<file path="src/hw/rtl/ptb_pkg.sv">
package ptb_pkg;

  localparam int unsigned MAX_RESULTS = 16;
  localparam int unsigned CNT_W       = 5;

  typedef enum logic {
    OP_CREATE = 1'b0,
    OP_CHECK  = 1'b1
  } opcode_t;

  typedef enum logic [1:0] {
    KIND_CREATED = 2'd0,
    KIND_FULL    = 2'd1,
    KIND_FIRED   = 2'd2,
    KIND_NONE    = 2'd3
  } kind_t;

  // command fields held for the whole walk, seen by every cell
  typedef struct packed {
    opcode_t     op;
    logic [63:0] now;
    logic [63:0] period;
    logic [7:0]  count;
    logic [7:0]  task_num;
    logic [31:0] serial;
  } cmd_t;

  // token handed from cell to cell, one cell per cycle
  typedef struct packed {
    logic             act;
    logic             claimed;
    logic [CNT_W-1:0] n_fired;
  } tok_t;

  // event raised by the cell holding the token
  typedef struct packed {
    logic        v;
    kind_t       kind;
    logic [3:0]  slot;
    logic [31:0] serial;
    logic [7:0]  task_num;
  } ev_t;

endpackage

</file>
<file path="src/hw/rtl/ptb_cell.sv">
module ptb_cell #(
  parameter int unsigned SLOT_IDX = 0
) (
  input  logic          clk,
  input  logic          rst_n,
  input  ptb_pkg::cmd_t cmd,
  input  ptb_pkg::tok_t tok_in,
  output ptb_pkg::tok_t tok_out,
  output ptb_pkg::ev_t  ev
);
  import ptb_pkg::*;

  tok_t        tok_r;
  ev_t         ev_r, ev_nxt;
  logic        valid_r, valid_nxt;
  logic [63:0] dl_r, dl_nxt;
  logic [63:0] per_r, per_nxt;
  logic [7:0]  cnt_r, cnt_nxt;
  logic [7:0]  task_r, task_nxt;
  logic [31:0] id_r, id_nxt;
  logic        hit_create, hit_fire;
  logic [63:0] reload;

  always_comb begin
    hit_create = tok_r.act && (cmd.op == OP_CREATE) && !tok_r.claimed && !valid_r;
    hit_fire   = tok_r.act && (cmd.op == OP_CHECK) && valid_r && (cmd.now >= dl_r)
                 && (tok_r.n_fired != CNT_W'(MAX_RESULTS));
    reload     = cmd.now + (hit_create ? cmd.period : per_r);

    tok_out         = tok_r;
    tok_out.claimed = tok_r.claimed | hit_create;
    tok_out.n_fired = tok_r.n_fired + {{(CNT_W-1){1'b0}}, hit_fire};

    valid_nxt = valid_r;
    dl_nxt    = dl_r;
    per_nxt   = per_r;
    cnt_nxt   = cnt_r;
    task_nxt  = task_r;
    id_nxt    = id_r;
    ev_nxt    = '0;

    if (hit_create) begin
      valid_nxt       = 1'b1;
      dl_nxt          = reload;
      per_nxt         = cmd.period;
      cnt_nxt         = cmd.count;
      task_nxt        = cmd.task_num;
      id_nxt          = cmd.serial;
      ev_nxt.v        = 1'b1;
      ev_nxt.kind     = KIND_CREATED;
      ev_nxt.slot     = 4'(SLOT_IDX);
      ev_nxt.serial   = cmd.serial;
      ev_nxt.task_num = 8'd0;
    end else if (hit_fire) begin
      dl_nxt          = reload;
      ev_nxt.v        = 1'b1;
      ev_nxt.kind     = KIND_FIRED;
      ev_nxt.slot     = 4'(SLOT_IDX);
      ev_nxt.serial   = id_r;
      ev_nxt.task_num = task_r;
      if (cnt_r == 8'd1) begin
        valid_nxt = 1'b0;
      end else if (cnt_r != 8'd0) begin
        cnt_nxt = cnt_r - 8'd1;
      end
    end
  end

  always_ff @(posedge clk) begin
    if (!rst_n) begin
      tok_r   <= '0;
      ev_r    <= '0;
      valid_r <= 1'b0;
    end else begin
      tok_r   <= tok_in;
      ev_r    <= ev_nxt;
      valid_r <= valid_nxt;
    end
  end

  always_ff @(posedge clk) begin
    dl_r   <= dl_nxt;
    per_r  <= per_nxt;
    cnt_r  <= cnt_nxt;
    task_r <= task_nxt;
    id_r   <= id_nxt;
  end

  assign ev = ev_r;

  a_one_action: assert property (@(posedge clk) disable iff (!rst_n)
    !(hit_create && hit_fire))
    else $error("cell both creates and fires");

  a_cap_kept: assert property (@(posedge clk) disable iff (!rst_n)
    tok_r.act |-> (tok_r.n_fired <= CNT_W'(MAX_RESULTS)))
    else $error("fired count beyond cap");

  a_create_valid: assert property (@(posedge clk) disable iff (!rst_n)
    hit_create |=> valid_r)
    else $error("created slot not valid");

endmodule

</file>
<file path="config.mk">
export PLATFORM = sky130hd
export DESIGN_NAME = ptb_cell
export DESIGN_NICKNAME = d
export VERILOG_FILES = /design/src/hw/rtl/ptb_pkg.sv /design/src/hw/rtl/ptb_cell.sv
export SDC_FILE = /design/constraint.sdc
export NUM_CORES = 1
export LEC_CHECK = 0
export BUFFER_PORTS_ARGS = -buffer_cell sky130_fd_sc_hd__buf_2
export CAP_MARGIN = 20
export CORE_ASPECT_RATIO = 0.7
export CORE_MARGIN = 3
export CORE_UTILIZATION = 47
export DETAILED_ROUTE_END_ITERATION = 8
export PLACE_DENSITY = 0.7
export SETUP_SLACK_MARGIN = 0.2
export SLEW_MARGIN = 20
export SYNTH_ARGS = -nofsm -noshare
export SYNTH_HDL_FRONTEND = slang
export SYNTH_SLANG_ARGS = --single-unit
</file>
<file path="constraint.sdc">
create_clock -name clk -period 7.3 [get_ports clk]
set_input_delay 1.095 -clock clk [delete_from_list [all_inputs] [get_ports clk]]
set_output_delay 1.095 -clock clk [all_outputs]
set_load 0.01 [all_outputs]
</file>
==> metrics.csv <==
stage,metric,value,unit
die,initial core utilization,48.0,%
die,Die Height,142,µm
synth,Cells after Synth,1152,
sta,headroom to the max-slew limit,51.7,%
synth,most frequent cell after synthesis,ha_1,
global_routing,first-pass GRT wire length,49200,µm
sta,clk_skew,0.00893,ns
synth,leading post-synthesis cells by cell area,"edfxtp_1 (27%), dfxtp_1 (18%), ha_1 (13%)",
placed_design,routability cong.,0.905,
global_routing,largest net degree at the start of global routing,46,
cells_and_area,Finished Core Util,57.1,%
placed_design,port buffer count,234,
die,die area,28400,µm²
worst_setup_path,Worst Path Required,6.20,ns
hold_path,hold path startpoint,task_r[5],
worst_setup_path,R2R depth,14,
cells_and_area,fillers,2204,
hold_path,Hold Crit Depth,1,
worst_setup_path,kind of start point of the critical path,primary input,
worst_setup_path,critical path type,in2out,
sta,"Setup violations, final",0,
sta,Tcrit/Tclk final,78.8,%
die,Core Rows,49,
placed_design,Detailed Place HPWL,24700,µm
worst_setup_path,worst path cell trace,buf_2 > ha_1 > a21o_1 > a21o_1 > a21oi_1 > o21ai_1 > o2111ai_1 > or4_1 > o211ai_1 > a41oi_1 > nor2b_1 > and2_1 > ha_1 > ha_1 > nand3_1 > xnor2_1 > buf_2,
synth,average cell area after synthesis,10.8,µm²
hold_path,Hold Crit Class,reg2reg,
worst_setup_path,R2R setup slack,2.34,ns
cts,TritonCTS clock tree,built,
routing,Vias,9502,
hold_path,Hold EP,ev[5],
worst_setup_path,worst r2r dst,dl_r[43],
routing,Vias/cell,5.40,
worst_setup_path,Crit. End Element,primary output,
sta,post-route setup TNS,0,ns
synth,Yosys cell types,61,
cells_and_area,Final Instance Count excl. Fillers,1759,
synth,"EDFF count, synth",112,
sta,post-layout min period,5.75,ns
routing,final WL,31900,µm
sta,measured slew at the worst slew-check pin,0.724,ns
worst_setup_path,crit-path max cell delay,0.56,ns
synth,top-area cell type share of the netlist area,27.1,%
pwr,total power,4.11,mW
routing,DR WL/cell,18.1,µm
synth,sequential share of the synthesized area,45.5,%
pwr,pwr dens,279,nW/µm²
cts,postcts setup bufs,0,
worst_setup_path,"CP delay by family, top",simple AND/OR/NAND/NOR gates,
sta,final hold vios,0,
die,io pins,240,
cts,# clock sinks,226,
die,Core Area,25800,µm²
cells_and_area,area grow syn2layout,18.9,%
worst_setup_path,crit path DAT,4.65,ns
cts,H-tree depth,1,
cts,total CTS buffers,24,
flow_run,Max Cap Viol,0,
worst_setup_path,Worst Path Buf+Inv,2,
routing,Post-DRT Antenna Nets,0,
synth,Post-Syn Area,12400,µm²
worst_setup_path,worst-path maximum fanout,4,
synth,Post-synth ARST share,0,%
synth,most area-hungry cell type in the Yosys netlist,edfxtp_1,
sta,max frequency,174,MHz
pwr,Max VDD drop,0.178,mV
synth,"Top FF cell, synth",dfxtp_1,
cells_and_area,share of cells above drive strength 1,25.8,%
sta,max-slew violation total from the final report,0,
cts,root buffer cell,clkbuf_16,
synth,synth cell count leaders,"ha_1 (131), dfxtp_1 (114), edfxtp_1 (112), a21oi_1 (92), inv_1 (89)",
routing,Detailed Route Iter0 Violations,620,
cts,clk_lat worst skew,0.52,ns
cts,post-cts resize count,0,
global_routing,initial antenna violation count,1,
cts,"Reg clk slew, reported paths",0.06,ns
sta,RSZ-0062 raised after global routing,false,
routing,Residual DRC,0,
global_routing,total global-route track usage,21.4,%
worst_setup_path,"slowest stage cell, crit path",or4_1,
routing,Detailed Routing Iterations Pass 1,7,
cts,Post-CTS Hold Buffers,0,
status,outcome,"complete, no violations",
global_routing,total gr overflow,0,
die,Die Span X,200,µm
worst_setup_path,"most used cell, CP",ha_1,
cells_and_area,fin nets,1701,
placed_design,placed cells,1714,
pwr,P_leak,6.78,nW
cts,CTS max path bufs,3,
synth,Yosys warnings,0,
global_routing,number of global-route vias before repair,9142,
worst_setup_path,Critical R2R Launch,valid_r,
synth,Yosys reg bits,226,
==> final cells by class <==
class | count | area, µm² | area share, %
diodes | 1 | 2.50 | 0.0170
clock buffers | 32 | 703 | 4.77
clock inverters | 12 | 120 | 0.814
inverters | 89 | 334 | 2.27
multi-input cells | 801 | 6270 | 42.5
flip-flops and latches | 226 | 5650 | 38.3
well taps | 357 | 447 | 3.03
repair buffers | 241 | 1220 | 8.30
==> routing by layer <==
metal / track usage (%) / vias up / routed length (µm)
li1: - / 4702 / -
met1: 33.0 / 4473 / 15800
met2: 31.9 / 293 / 13600
met3: 3.32 / 34 / 1900
met4: 3.94 / 0 / 535
met5: 0 / - / 0
==> registers in the layout, indices dropped and copies added (netlist names) <==
signal   cells
dl_r        64
per_r       64
ev          42
id_r        32
cnt_r        8
task_r       8
tok_r        6
tok_out      1
valid_r      1
==> kinds of logic (layout without fill, tap and decap cells) <==
| group | after synthesis | after routing | synth area share, % |
|---|---|---|---|
| xor+xnor | 70 | 70 | 4.94 |
| buf+inv | 129 | 374 | 4.10 |
| other cells | 1 | 6 | 0.0302 |
| fa+ha+maj | 132 | 132 | 13.4 |
| flops | 226 | 226 | 45.5 |
| simple gates | 202 | 202 | 8.34 |
| mux | 64 | 64 | 5.81 |
| compound gates | 328 | 328 | 17.9 |
==> cell usage in the layout (no fill, tap or decap), drive strengths merged, types with 4 or more instances in the layout <==
master / netlist / routed
dfxtp: 114 / 114
inv: 89 / 89
a22o: 32 / 32
nor2b: 9 / 9
mux2: 64 / 64
and2: 22 / 22
o21a: 6 / 6
edfxtp: 112 / 112
a311oi: 4 / 4
ha: 131 / 131
xor2: 20 / 20
nand3: 19 / 19
a21o: 70 / 70
nor4: 5 / 5
and3: 11 / 11
nand2b: 7 / 7
o21bai: 15 / 15
nor2: 34 / 34
nand2: 51 / 51
nor3: 8 / 8
and4: 4 / 4
o31ai: 4 / 4
conb: 1 / 5
a31oi: 11 / 11
clkbuf: 32 / 32
buf: 8 / 241
o31a: 4 / 4
a211oi: 7 / 7
a21oi: 92 / 92
o21ai: 50 / 50
clkinv: 0 / 7
nand4: 22 / 22
o211ai: 9 / 9
xnor2: 50 / 50
a31o: 4 / 4
==> per-stage QoR <==
| step | hold WS [ns] | cell area (µm²) | setup WS (ns) |
|---|---|---|---|
| 4_1_cts | 0.433 | 14700 | 1.54 |
| 5_1_grt | 0.454 | 14700 | 1.33 |
| 3_5_place_dp | 0.428 | 13900 | 1.53 |
| 3_3_place_gp | 0.423 | 13900 | 1.59 |
| 2_1_floorplan | 0.420 | 12400 | 1.70 |
| 6_report | 0.441 | 14700 | 1.55 |
==> power by group <==
part           switching [mW]  total (mW)  internal [mW]
Clock                   0.521        1.27          0.749
Combinational           0.728        1.29          0.557
Sequential             0.0302        1.55           1.52
==> how the worst max path moves through the flow <==
stage	from	endpoint	slack (ns)	depth (start not counted)
detailed placement	cmd[176]	dl_r[56]	1.53	17
global placement	cmd[176]	dl_r[56]	1.59	17
global route	cmd[149]	tok_out[4]	1.33	17
CTS	cmd[149]	tok_out[4]	1.54	17
finish	cmd[149]	tok_out[4]	1.55	17
floorplan	cmd[176]	dl_r[40]	1.70	17
Note: power is estimated with default switching activity, not from simulation.
